### config.mk
export PLATFORM = sky130hd
export DESIGN_NAME = floppy_drive_command_engine_core
export DESIGN_NICKNAME = d
export VERILOG_FILES = /design/src/design/fdce_pkg.sv /design/src/design/floppy_drive_command_engine_core.sv /design/src/design/fdce_front.sv /design/src/design/fdce_queue.sv /design/src/design/fdce_back.sv
export SDC_FILE = /design/constraint.sdc
export NUM_CORES = 1
export LEC_CHECK = 0
export BUFFER_PORTS_ARGS = -buffer_cell sky130_fd_sc_hd__buf_4
export CORE_MARGIN = 2
export CORE_UTILIZATION = 29
export CTS_CLUSTER_DIAMETER = 50
export DETAILED_ROUTE_END_ITERATION = 10
export HOLD_SLACK_MARGIN = 0.1
export SYNTH_ARGS = -nofsm -noshare
export SYNTH_HDL_FRONTEND = slang
export SYNTH_SLANG_ARGS = --single-unit
### constraint.sdc
create_clock -name clk -period 3.5 [get_ports clk]
set_clock_uncertainty 0.05 [all_clocks]
set_input_delay 0.7 -clock clk [delete_from_list [all_inputs] [get_ports clk]]
set_output_delay 0.7 -clock clk [all_outputs]
set_load 0.02 [all_outputs]
### src/design/fdce_pkg.sv
`timescale 1ns / 1ps

package fdce_pkg;

	// drive geometry
	localparam int CYLINDERS         = 80;
	localparam int SECTORS_PER_TRACK = 18;
	localparam int PARKED_CYLINDER   = 80;

	localparam int IN_DATA_W  = 32;
	localparam int OUT_DATA_W = 40;

	typedef enum logic [3:0] {
		OP_MOUNT   = 4'd0,
		OP_UNMOUNT = 4'd1,
		OP_RESET   = 4'd2,
		OP_START   = 4'd3,
		OP_STOP    = 4'd4,
		OP_CALIB   = 4'd5,
		OP_STATUS  = 4'd6,
		OP_SEEK    = 4'd7,
		OP_READ    = 4'd8,
		OP_WRITE   = 4'd9,
		OP_BAD     = 4'd15
	} op_t;

	typedef enum logic [1:0] {
		MODE_EMPTY    = 2'd0,
		MODE_MOUNTED  = 2'd1,
		MODE_SPINNING = 2'd2
	} mode_t;

	typedef enum logic [2:0] {
		ST_OK            = 3'd0,
		ST_NOT_READY     = 3'd1,
		ST_BAD_PARAM     = 3'd2,
		ST_BAD_CYL       = 3'd3,
		ST_MOTOR_REFUSED = 3'd4,
		ST_MOUNT_FAILED  = 3'd5
	} status_t;

	// classified command as it travels from front to back
	typedef struct packed {
		op_t        op;
		logic       mount_ok;
		logic       target_ok;
		logic [7:0] target;
		logic       head;
		logic [4:0] first;
		logic [4:0] total;
		logic       xfer_ok;
	} cmd_item_t;

endpackage

### src/design/floppy_drive_command_engine_core.sv
`timescale 1ns / 1ps

// channel   direction  handshake           payload
// s_*       in         s_tvalid/s_tready   command item, tdata 32 bits
// m_*       out        m_tvalid/m_tready   result item, tdata 40 bits
//
// one item per cycle sustained while m_tready stays high; an accepted item is
// registered in turn in the front register, the command queue and the result
// register, which drives m_tvalid; all drive state lives in the back end,
// which retires one command per cycle while m_tready stays high
// arst_n clears handshakes and drive state: not mounted, head parked
// the two-entry queue lets the front keep taking items while the result
// register waits on m_tready

module floppy_drive_command_engine_core import fdce_pkg::*; (
	input  logic                  clk,
	input  logic                  arst_n,
	input  logic                  s_tvalid,
	output logic                  s_tready,
	// command[3:0], mount_ok[4], target_cylinder[12:5], head_select[14:13],
	// first_sector[19:15], sector_total[24:20], zero pad[31:25]
	input  logic [IN_DATA_W-1:0]  s_tdata,
	output logic                  m_tvalid,
	input  logic                  m_tready,
	// status_code[2:0], status_byte[10:3], start_block[22:11],
	// transfer_sectors[27:23], drive_state[29:28], image_present[30],
	// seek_steps[37:31], zero pad[39:38]
	output logic [OUT_DATA_W-1:0] m_tdata
);

	// front to queue
	logic      fq_valid;
	logic      fq_ready;
	cmd_item_t fq_item;

	// queue to back
	logic      qb_valid;
	logic      qb_ready;
	cmd_item_t qb_item;

	// front: accept and classify, checks that need no drive state
	fdce_front u_front (
		.clk        (clk),
		.arst_n     (arst_n),
		.s_tvalid   (s_tvalid),
		.s_tready   (s_tready),
		.s_tdata    (s_tdata),
		.item_valid (fq_valid),
		.item_ready (fq_ready),
		.item       (fq_item)
	);

	// short command queue decoupling front from back
	fdce_queue u_queue (
		.clk      (clk),
		.arst_n   (arst_n),
		.wr_valid (fq_valid),
		.wr_ready (fq_ready),
		.wr_item  (fq_item),
		.rd_valid (qb_valid),
		.rd_ready (qb_ready),
		.rd_item  (qb_item)
	);

	// back: execute against drive state, register the result
	fdce_back u_back (
		.clk        (clk),
		.arst_n     (arst_n),
		.item_valid (qb_valid),
		.item_ready (qb_ready),
		.item       (qb_item),
		.m_tvalid   (m_tvalid),
		.m_tready   (m_tready),
		.m_tdata    (m_tdata)
	);

	// a transfer count only comes with an accepted read or write
	assert property (@(posedge clk) disable iff (!arst_n)
		m_tvalid && (m_tdata[27:23] != 5'd0) |->
			(m_tdata[2:0] == ST_OK) && (m_tdata[37:31] == 7'd0) &&
			(m_tdata[10:3] == 8'd0))
		else $error("transfer result carries foreign fields");

	// a seek distance only comes with an accepted seek
	assert property (@(posedge clk) disable iff (!arst_n)
		m_tvalid && (m_tdata[37:31] != 7'd0) |->
			(m_tdata[2:0] == ST_OK) && (m_tdata[29:28] == MODE_SPINNING))
		else $error("seek distance without accepted seek");

	// a status byte always has its top bit set, ok status and no block address
	assert property (@(posedge clk) disable iff (!arst_n)
		m_tvalid && (m_tdata[10:3] != 8'd0) |->
			m_tdata[10] && (m_tdata[2:0] == ST_OK) && (m_tdata[22:11] == 12'd0))
		else $error("malformed status byte");

	// a mounted or spinning drive always holds an image
	assert property (@(posedge clk) disable iff (!arst_n)
		m_tvalid && (m_tdata[29:28] != MODE_EMPTY) |-> m_tdata[30])
		else $error("mounted state without image");

endmodule

### src/design/fdce_front.sv
`timescale 1ns / 1ps

module fdce_front import fdce_pkg::*; (
	input  logic                 clk,
	input  logic                 arst_n,
	input  logic                 s_tvalid,
	output logic                 s_tready,
	input  logic [IN_DATA_W-1:0] s_tdata,
	output logic                 item_valid,
	input  logic                 item_ready,
	output cmd_item_t            item
);

	logic      valid_s1;
	cmd_item_t item_s1;
	cmd_item_t cls;

	logic [3:0] cmd;
	logic [1:0] head;
	logic [4:0] first;
	logic [4:0] total;
	logic [5:0] span;

	assign cmd   = s_tdata[3:0];
	assign head  = s_tdata[14:13];
	assign first = s_tdata[19:15];
	assign total = s_tdata[24:20];
	assign span  = {1'b0, first} + {1'b0, total};

	// state-independent checks are done here
	always_comb begin
		cls.op        = (cmd <= OP_WRITE) ? op_t'(cmd) : OP_BAD;
		cls.mount_ok  = s_tdata[4];
		cls.target    = s_tdata[12:5];
		cls.target_ok = s_tdata[12:5] < 8'(CYLINDERS);
		cls.head      = head[0];
		cls.first     = first;
		cls.total     = total;
		cls.xfer_ok   = (head <= 2'd1) && (first < 5'(SECTORS_PER_TRACK)) &&
			(total != 5'd0) && (total <= 5'(SECTORS_PER_TRACK)) &&
			(span <= 6'(SECTORS_PER_TRACK));
	end

	assign s_tready = !valid_s1 || item_ready;

	always_ff @(posedge clk or negedge arst_n) begin
		if (!arst_n) begin
			valid_s1 <= 1'b0;
		end else if (s_tready) begin
			valid_s1 <= s_tvalid;
		end
	end

	always_ff @(posedge clk) begin
		if (s_tready && s_tvalid) begin
			item_s1 <= cls;
		end
	end

	assign item_valid = valid_s1;
	assign item       = item_s1;

endmodule

### src/design/fdce_queue.sv
`timescale 1ns / 1ps

module fdce_queue import fdce_pkg::*; (
	input  logic      clk,
	input  logic      arst_n,
	input  logic      wr_valid,
	output logic      wr_ready,
	input  cmd_item_t wr_item,
	output logic      rd_valid,
	input  logic      rd_ready,
	output cmd_item_t rd_item
);

	cmd_item_t  slot_q [2];
	logic       wr_ptr_q;
	logic       rd_ptr_q;
	logic [1:0] count_q;
	logic       push;
	logic       pop;

	assign wr_ready = count_q != 2'd2;
	assign rd_valid = count_q != 2'd0;
	assign rd_item  = slot_q[rd_ptr_q];
	assign push     = wr_valid && wr_ready;
	assign pop      = rd_valid && rd_ready;

	always_ff @(posedge clk or negedge arst_n) begin
		if (!arst_n) begin
			wr_ptr_q <= 1'b0;
			rd_ptr_q <= 1'b0;
			count_q  <= 2'd0;
		end else begin
			if (push) wr_ptr_q <= !wr_ptr_q;
			if (pop) rd_ptr_q <= !rd_ptr_q;
			unique case ({push, pop})
				2'b10:   count_q <= count_q + 2'd1;
				2'b01:   count_q <= count_q - 2'd1;
				default: count_q <= count_q;
			endcase
		end
	end

	always_ff @(posedge clk) begin
		if (push) begin
			slot_q[wr_ptr_q] <= wr_item;
		end
	end

endmodule

### src/design/fdce_back.sv
`timescale 1ns / 1ps

module fdce_back import fdce_pkg::*; (
	input  logic                  clk,
	input  logic                  arst_n,
	input  logic                  item_valid,
	output logic                  item_ready,
	input  cmd_item_t             item,
	output logic                  m_tvalid,
	input  logic                  m_tready,
	output logic [OUT_DATA_W-1:0] m_tdata
);

	mode_t      mode_q, mode_d;
	logic [6:0] cyl_q, cyl_d;
	logic       media_q, media_d;

	logic       m_valid_q;
	logic [OUT_DATA_W-1:0] m_data_q;

	status_t    status;
	logic [7:0] status_byte;
	logic [11:0] start_block;
	logic [4:0] transfer;
	logic [6:0] seek_steps;
	logic [7:0] cyl_gap;
	logic [13:0] lba;
	logic       pop;

	assign pop        = item_valid && (!m_valid_q || m_tready);
	assign item_ready = !m_valid_q || m_tready;

	assign cyl_gap = (item.target > {1'b0, cyl_q}) ? item.target - {1'b0, cyl_q}
		: {1'b0, cyl_q} - item.target;
	assign lba = 14'({cyl_q, item.head}) * 14'(SECTORS_PER_TRACK) + 14'(item.first);

	// next state
	always_comb begin
		mode_d  = mode_q;
		cyl_d   = cyl_q;
		media_d = media_q;
		unique case (item.op)
			OP_MOUNT: begin
				if (item.mount_ok) begin
					media_d = 1'b1;
					mode_d  = MODE_MOUNTED;
				end else begin
					mode_d = MODE_EMPTY;
				end
			end
			OP_UNMOUNT: begin
				media_d = 1'b0;
				mode_d  = MODE_EMPTY;
			end
			OP_RESET, OP_STOP: begin
				if (mode_q == MODE_SPINNING) mode_d = MODE_MOUNTED;
			end
			OP_START: begin
				if (mode_q == MODE_MOUNTED) mode_d = MODE_SPINNING;
			end
			OP_CALIB: begin
				if (mode_q == MODE_SPINNING) cyl_d = 7'd0;
			end
			OP_SEEK: begin
				if (mode_q == MODE_SPINNING && item.target_ok) cyl_d = item.target[6:0];
			end
			default: begin
			end
		endcase
	end

	// result fields
	always_comb begin
		status      = ST_OK;
		status_byte = 8'd0;
		start_block = 12'd0;
		transfer    = 5'd0;
		seek_steps  = 7'd0;
		unique case (item.op)
			OP_MOUNT: begin
				if (!item.mount_ok) status = ST_MOUNT_FAILED;
			end
			OP_UNMOUNT, OP_RESET: begin
			end
			OP_START: begin
				if (mode_q != MODE_MOUNTED) status = ST_MOTOR_REFUSED;
			end
			OP_STOP: begin
				if (mode_q != MODE_SPINNING) status = ST_MOTOR_REFUSED;
			end
			OP_CALIB: begin
				if (mode_q != MODE_SPINNING) status = ST_NOT_READY;
			end
			OP_STATUS: begin
				status_byte = {1'b1, cyl_q};
			end
			OP_SEEK: begin
				if (mode_q != MODE_SPINNING) begin
					status = ST_NOT_READY;
				end else if (!item.target_ok) begin
					status = ST_BAD_PARAM;
				end else begin
					seek_steps = cyl_gap[6:0];
				end
			end
			OP_READ, OP_WRITE: begin
				if (mode_q != MODE_SPINNING) begin
					status = ST_NOT_READY;
				end else if (cyl_q == 7'(PARKED_CYLINDER)) begin
					status = ST_BAD_CYL;
				end else if (!item.xfer_ok) begin
					status = ST_BAD_PARAM;
				end else begin
					start_block = lba[11:0];
					transfer    = item.total;
				end
			end
			default: begin
				status = ST_BAD_PARAM;
			end
		endcase
	end

	always_ff @(posedge clk or negedge arst_n) begin
		if (!arst_n) begin
			mode_q    <= MODE_EMPTY;
			cyl_q     <= 7'(PARKED_CYLINDER);
			media_q   <= 1'b0;
			m_valid_q <= 1'b0;
		end else begin
			if (pop) begin
				mode_q  <= mode_d;
				cyl_q   <= cyl_d;
				media_q <= media_d;
			end
			if (item_ready) m_valid_q <= item_valid;
		end
	end

	always_ff @(posedge clk) begin
		if (pop) begin
			m_data_q <= {2'b00, seek_steps, media_d, mode_d, transfer, start_block,
				status_byte, status};
		end
	end

	assign m_tvalid = m_valid_q;
	assign m_tdata  = m_data_q;

endmodule
# Word-level counts from Yosys, hierarchy flattened
# Memory sizes are Yosys's and may differ from the RTL's.
# Cells that the tools add are included.
totals:
  register_bits: 80
  latch_bits: 0
  ram_bits: 52
  rom_bits: 0
  input_bits: 36
  out_inout_bits: 42
  memories: 1
classes:
  addsub: 6
  mul: 1
  n_div: 0
  order_cmp: 7
  eq_ne: 19
  shifts: 0
  muxes: 24
  bitwise_logic: 4
  reduce_logical: 25
memory_table:
  columns: ["memory", "words", "word_bits", "rd", "rd_ports_with_merged_regs", "write_ports", "line_no", "text"]
  rows:
  - ["u_queue.slot_q", 2, 26, 1, 0, 1, "fdce_queue.sv:14", "cmd_item_t slot_q [2];"]
op_table:
  columns: ["operator", "count"]
  rows:
  - ["7-bit 2-to-1 mux", 3]
  - ["3-bit case mux with 7 select lines", 1]
  - ["3-bit 2-to-1 mux", 6]
  - ["4-bit by 3-bit equality test with 1-bit output (second input constant)", 4]
  - ["7-bit case mux with 2 select lines", 1]
  - ["7-bit subtractor", 2]
  - ["12-bit by 5-bit adder with 12-bit output", 1]
  - ["8-bit by 4-bit multiplier with 11-bit output (second input constant)", 1]
  - ["4-bit by 2-bit equality test with 1-bit output (second input constant)", 2]
  - ["4-bit equality test (second input constant)", 2]
  - ["8-bit by 7-bit > comparator with 1-bit output", 1]
  - ["1-bit logical AND", 8]
  - ["8-bit by 7-bit < comparator with 1-bit output (second input constant)", 1]
  - ["2-bit 2-to-1 mux", 4]
  - ["8-bit 2-to-1 mux", 1]
  - ["2-bit case mux with 4 select lines", 1]
  - ["7-bit equality test (second input constant)", 1]
  - ["5-bit by 5-bit adder with 6-bit output", 1]
  - ["6-bit by 5-bit less-or-equal comparator with 1-bit output (second input constant)", 1]
  - ["2-bit by 1-bit inequality test with 1-bit output (second input constant)", 3]
  - ["2-bit nonzero test", 3]
  - ["3-bit OR reduction", 2]
  - ["5-bit less-or-equal comparator (second input constant)", 1]
  - ["5-bit < comparator (second input constant)", 1]
  - ["19 further kinds", 34]

# Longest topological paths before layout
logic_depth:
  ltp_word: 5
  mapped_depth: 14
  depth_no_buf: 10

# By module
# From an unflattened synthesis, not the netlist that was laid out.
unflattened:
  cells_unflattened: 493
  area_unflattened_um2: 6490.0
by_module_without_submodules:
  columns: ["module", "instances", "cells_each", "area_each_um2", "seq_area_each_um2"]
  rows:
  - ["fdce_back", 1, 329, 3290.7, 1418.9]
  - ["fdce_queue", 1, 98, 2087.0, 1661.6]
  - ["fdce_front", 1, 66, 1112.3, 805.8]

# Worst setup path after synthesis
# OpenSTA, ideal clock, no wires.
synth_timing:
  path_type: "reg-to-reg"
  start: "register u_queue.rd_ptr_q"
  end: "register u_back.m_data_q[22], in the netlist u_back.m_tdata[22] (data pin)"
  setup_time_ns: 0.257
  t_arrival_ns: 3.132
  path_slack_ns: 0.061
  path_stages_with_launch: 15
  path_cell_list: "dfrtp_1 > buf_6 > buf_6 > buf_2 > buf_2 > mux2_2 > ha_1 > ha_1 > fa_1 > a21o_1 > a21oi_1 > xnor2_1 > nand4_1 > xnor2_1 > nor2_1"
synth_via:
  elab_chain_len: 5
  word_cells_on_any_way: 9
synth_lines:
  columns: ["element", "line_no", "text"]
  rows:
  - ["start: declaration", "fdce_queue.sv:16", "logic rd_ptr_q;"]
  - ["start signal: assignment", "fdce_queue.sv:34", "if (pop) rd_ptr_q <= !rd_ptr_q;"]
  - ["memory read 2 x 26 bit *", null, null]
  - ["branches (longest 4 deep; another with 12-bit by 5-bit adder with 12-bit output)", null, null]
  - ["end signal: assignment", "fdce_back.sv:142", "m_data_q <= {2'b00, seek_steps, media_d, mode_d, transfer, start_block,"]
  - ["end: declaration", "fdce_back.sv:19", "logic [OUT_DATA_W-1:0] m_data_q;"]
# Mark *: on every way between the ends.
# A chain may end at the register's enable or synchronous reset.

# Worst setup path in the final report
layout_timing:
  start: "register u_queue.rd_ptr_q"
  end: "register u_back.m_data_q[35], in the netlist u_back.m_tdata[35] (data pin)"
layout_via:
  elab_chain_len: 4
  word_cells_on_any_way: 9
layout_lines:
  columns: ["element"]
  rows:
  - ["memory read 2 x 26 bit *"]
  - ["branches (longest 3 deep; another with 7-bit subtractor)"]
# Marked as above.

==> flow_summary.ini <==
[status]
status = completed

[cts]
clkLatencyLatePin_ns = 0.43
numClockSinks = 132
htreeDepth = 4
cts_tree = built
cts_resized = 0
numCtsBuffers = 17
path_clk_slew_ns = 0.06
cts_root_buffer = clkbuf_16
cts_buffer_depth = 2

[worst_setup_path]
worst_path_most_repeated_cell = mux2i_1
cp.arrival_ns = 3.11
max_stage_delay_ns = 0.52
worstPathMaxFanout = 7
path_class = reg -> reg
crit_path_start_kind = flop
cp_slowest_cell = dfrtp_1
end_kind = flop
required_ns = 3.61
cp_cell_sequence = buf_4 -> mux2i_1 -> inv_1 -> ha_1 -> nand3_1 -> a21oi_1 -> a2bb2oi_4 -> mux2i_1 -> xor2_1 -> nor2_1

[sta]
grt_setup_unrepaired = no
tns_ns = 0
slew_viol_final = 0
slew_headroom = 0.1799
setup_viol = 0
hold_viol_final = 0
fmax_mhz = 333.1
layout_worst_path_cycle_share = 0.8577
whs_ns = 0.3971
worst_slew_pin_slew_ns = 1.230
layout_min_cycle_time_ns = 3.002

[logic_synthesis]
ys_seq_elements = 132
netlist_area_um2 = 6264
syn_inst = 461
synthFlopType = edfxtp_1
ys_types = 52
synthArstFlopShare = 0.1212
synth_warnings = 0
synth.avg_cell_area_um2 = 13.59
ys_seq_area_frac = 0.6205
synth_edf_count = 116

[detailed_routing]
drc = 0
routed_wirelength_um = 11580
dr_total_vias = 3793
ant_nets = 0
avgViaCountPerCell = 4.553
wl_per_cell_um = 13.91
drt_pass1_iterations = 4
first_iter_violations = 204

[layout]
drive_gt1_frac = 0.2258
antennaDiodeCount = 0
area_growth_pct = 23.63
nets = 619
multi_input_area_um2 = 2206
ff_latch_area_um2 = 3886
final.fill_count = 2058

[grt]
grt_start_max_net_pins = 41
antenna_found_initial = 0
grt_usage = 0.1084
grt_first_pass_wirelength_um = 18970
first_global_vias = 3893
grt_overflow = 0

[min_path]
hold_class = reg -> reg

[die]
initial_core_util = 0.2970
core_um2 = 21090
die-area_um2 = 22790
io_pins = 78
die_w_um = 151.0
row_count = 53
die_h_um = 151.0

[pwr]
power_density_nw_per_um2 = 831.5
leakage_nw = 3.093
peakVddDrop_mv = 0.3054

[placed_design]
portBuffers = 68
hpwl_um = 8578
place.gp.congestion = 0.8297

[flow_run]
drv_cap = 0
registers in the layout, summed over array words and instances (netlist names):
register / cells
u_queue.count_q: 2
u_back.m_tvalid: 1
u_back.m_tdata: 38
u_back.cyl_q: 7
u_front.item_valid: 1
u_queue.rd_ptr_q: 1
u_queue.slot_q: 52
u_front.item: 26
u_back.mode_q: 2
u_queue.wr_ptr_q: 1
u_back.media_q: 1
worst max-delay path, delay by kind of cell (launching register included):
family | cells | cell delay [ns]
fa+ha+maj | 1 | 0.39
simple gates | 2 | 0.18
xor+xnor | 1 | 0.16
compound gates | 2 | 0.53
buf+inv | 2 | 0.28
mux | 2 | 0.62
flops | 1 | 0.52
cells in the final DEF (no fill, tap or decap), types with 4 or more instances in the layout:
master	n
xnor2_1	11
a21oi_1	17
o31ai_1	9
nand2b_1	10
mux2i_1	23
mux2_2	8
and2_1	4
dfrtp_1	14
clkbuf_16	17
xor2_1	12
nand2_1	25
nor2_1	41
nand3b_1	5
o21ai_0	12
ha_1	33
buf_4	76
edfxtp_1	116
fa_1	5
inv_8	6
inv_1	26
nor3_1	11
nand4_1	5
nand3_1	6
inv_6	5
a21o_1	7
timing repair:
item,4_1_cts,5_1_grt
hold buffers,1,0
hold endpoints to repair,14,0
setup buffers,0,0
layout make-up:
cell class / instances / area share
clock inverter: 15 / 0.02634
tap: 275 / 0.04443
clock buffer: 17 / 0.05494
multi-input combinational: 291 / 0.2849
timing repair buffer: 77 / 0.07497
inverter: 26 / 0.01260
sequential: 132 / 0.5019
worst paths after layout:
kind                             startpoint                     to  slack, ns  depth (start not counted)
max                        u_queue.rd_ptr_q     u_back.m_tdata[35]       0.50                         10
min                        u_front.item[24]  u_queue.slot_q[0][24]       0.40                          0
max reg2reg                u_queue.rd_ptr_q     u_back.m_tdata[35]       0.50                         10
min reg2reg                u_front.item[24]  u_queue.slot_q[0][24]       0.40                          0
max in group asynchronous            arst_n        u_back.cyl_q[4]       2.51                          2
min in group asynchronous            arst_n     u_front.item_valid       0.63                          2
layer usage:
| metal | global-route usage | wire length (µm) | share of wire | vias up |
|---|---|---|---|---|
| li1 | - | - | - | 1875 |
| met2 | 0.1766 | 5518 | 0.48 | 83 |
| met3 | 0.02681 | 437 | 0.038 | 17 |
| met1 | 0.1366 | 5371 | 0.46 | 1818 |
| met4 | 0.04860 | 257 | 0.022 | 0 |
| met5 | 0 | 0 | 0 | - |
through the flow:
stage	total power, W	instance area [µm²]	cells	worst slack, ns	util
2_1_floorplan	0.003973	6267	462	0.06143	-
3_3_place_gp	0.004593	7104	800	0.5021	0.3369
3_5_place_dp	0.004647	7104	800	0.5027	0.3369
4_1_cts	0.006527	7744	833	0.4920	0.3672
5_1_grt	0.006838	7744	833	0.2996	0.3672
6_report	0.006439	7744	833	0.4980	0.3672
synth_stat cells (all sizes together) (2+ instances only):
| master | count | area (µm²) |
|---|---|---|
| o21ai | 15 | 75.07 |
| nand3b | 6 | 48.80 |
| o31ai | 9 | 67.56 |
| nor3b | 3 | 22.52 |
| and2 | 4 | 25.02 |
| mux2i | 25 | 275.3 |
| a211oi | 3 | 22.52 |
| o2111ai | 2 | 17.52 |
| nand2 | 25 | 93.84 |
| edfxtp | 116 | 3483 |
| nor4 | 2 | 12.51 |
| clkbuf | 2 | 7.510 |
| xnor2 | 11 | 96.34 |
| dfstp | 2 | 52.55 |
| and3 | 2 | 12.51 |
| a21oi | 17 | 85.08 |
| mux2 | 9 | 105.1 |
| o32a | 2 | 20.02 |
| ha | 33 | 412.9 |
| a21o | 7 | 52.55 |
| nand4bb | 2 | 22.52 |
| inv | 26 | 97.59 |
| buf | 11 | 72.56 |
| fa | 5 | 100.1 |
| nor2 | 42 | 157.7 |
| nand2b | 10 | 62.56 |
| xor2 | 12 | 105.1 |
| dfrtp | 14 | 350.3 |
| nor2b | 3 | 18.77 |
| nor3 | 11 | 55.05 |
| o31a | 2 | 18.77 |
| a221oi | 3 | 26.28 |
| nand4 | 5 | 31.28 |
| a21boi | 2 | 15.01 |
| a31oi | 3 | 18.77 |
| nand3 | 6 | 30.03 |
logic make-up after synthesis:
group,after synthesis,synth area share
adders and majority gates,38,0.08190
other,1,0.0005987
DFF,132,0.6205
muxes,34,0.06073
xor gates and xnor gates,23,0.03216
buffers and inverters,39,0.02836
and+or+nand+nor,124,0.09908
AOI/OAI and AO/OA,70,0.07671
where the power goes:
| group | internal [W] | switching (W) | total (W) |
|---|---|---|---|
| sequential | 0.00228 | 0.000194 | 0.00247 |
| clock | 0.00110 | 0.000760 | 0.00186 |
| combinational | 0.000870 | 0.00123 | 0.00210 |
Power figures use the tool's default switching activity.
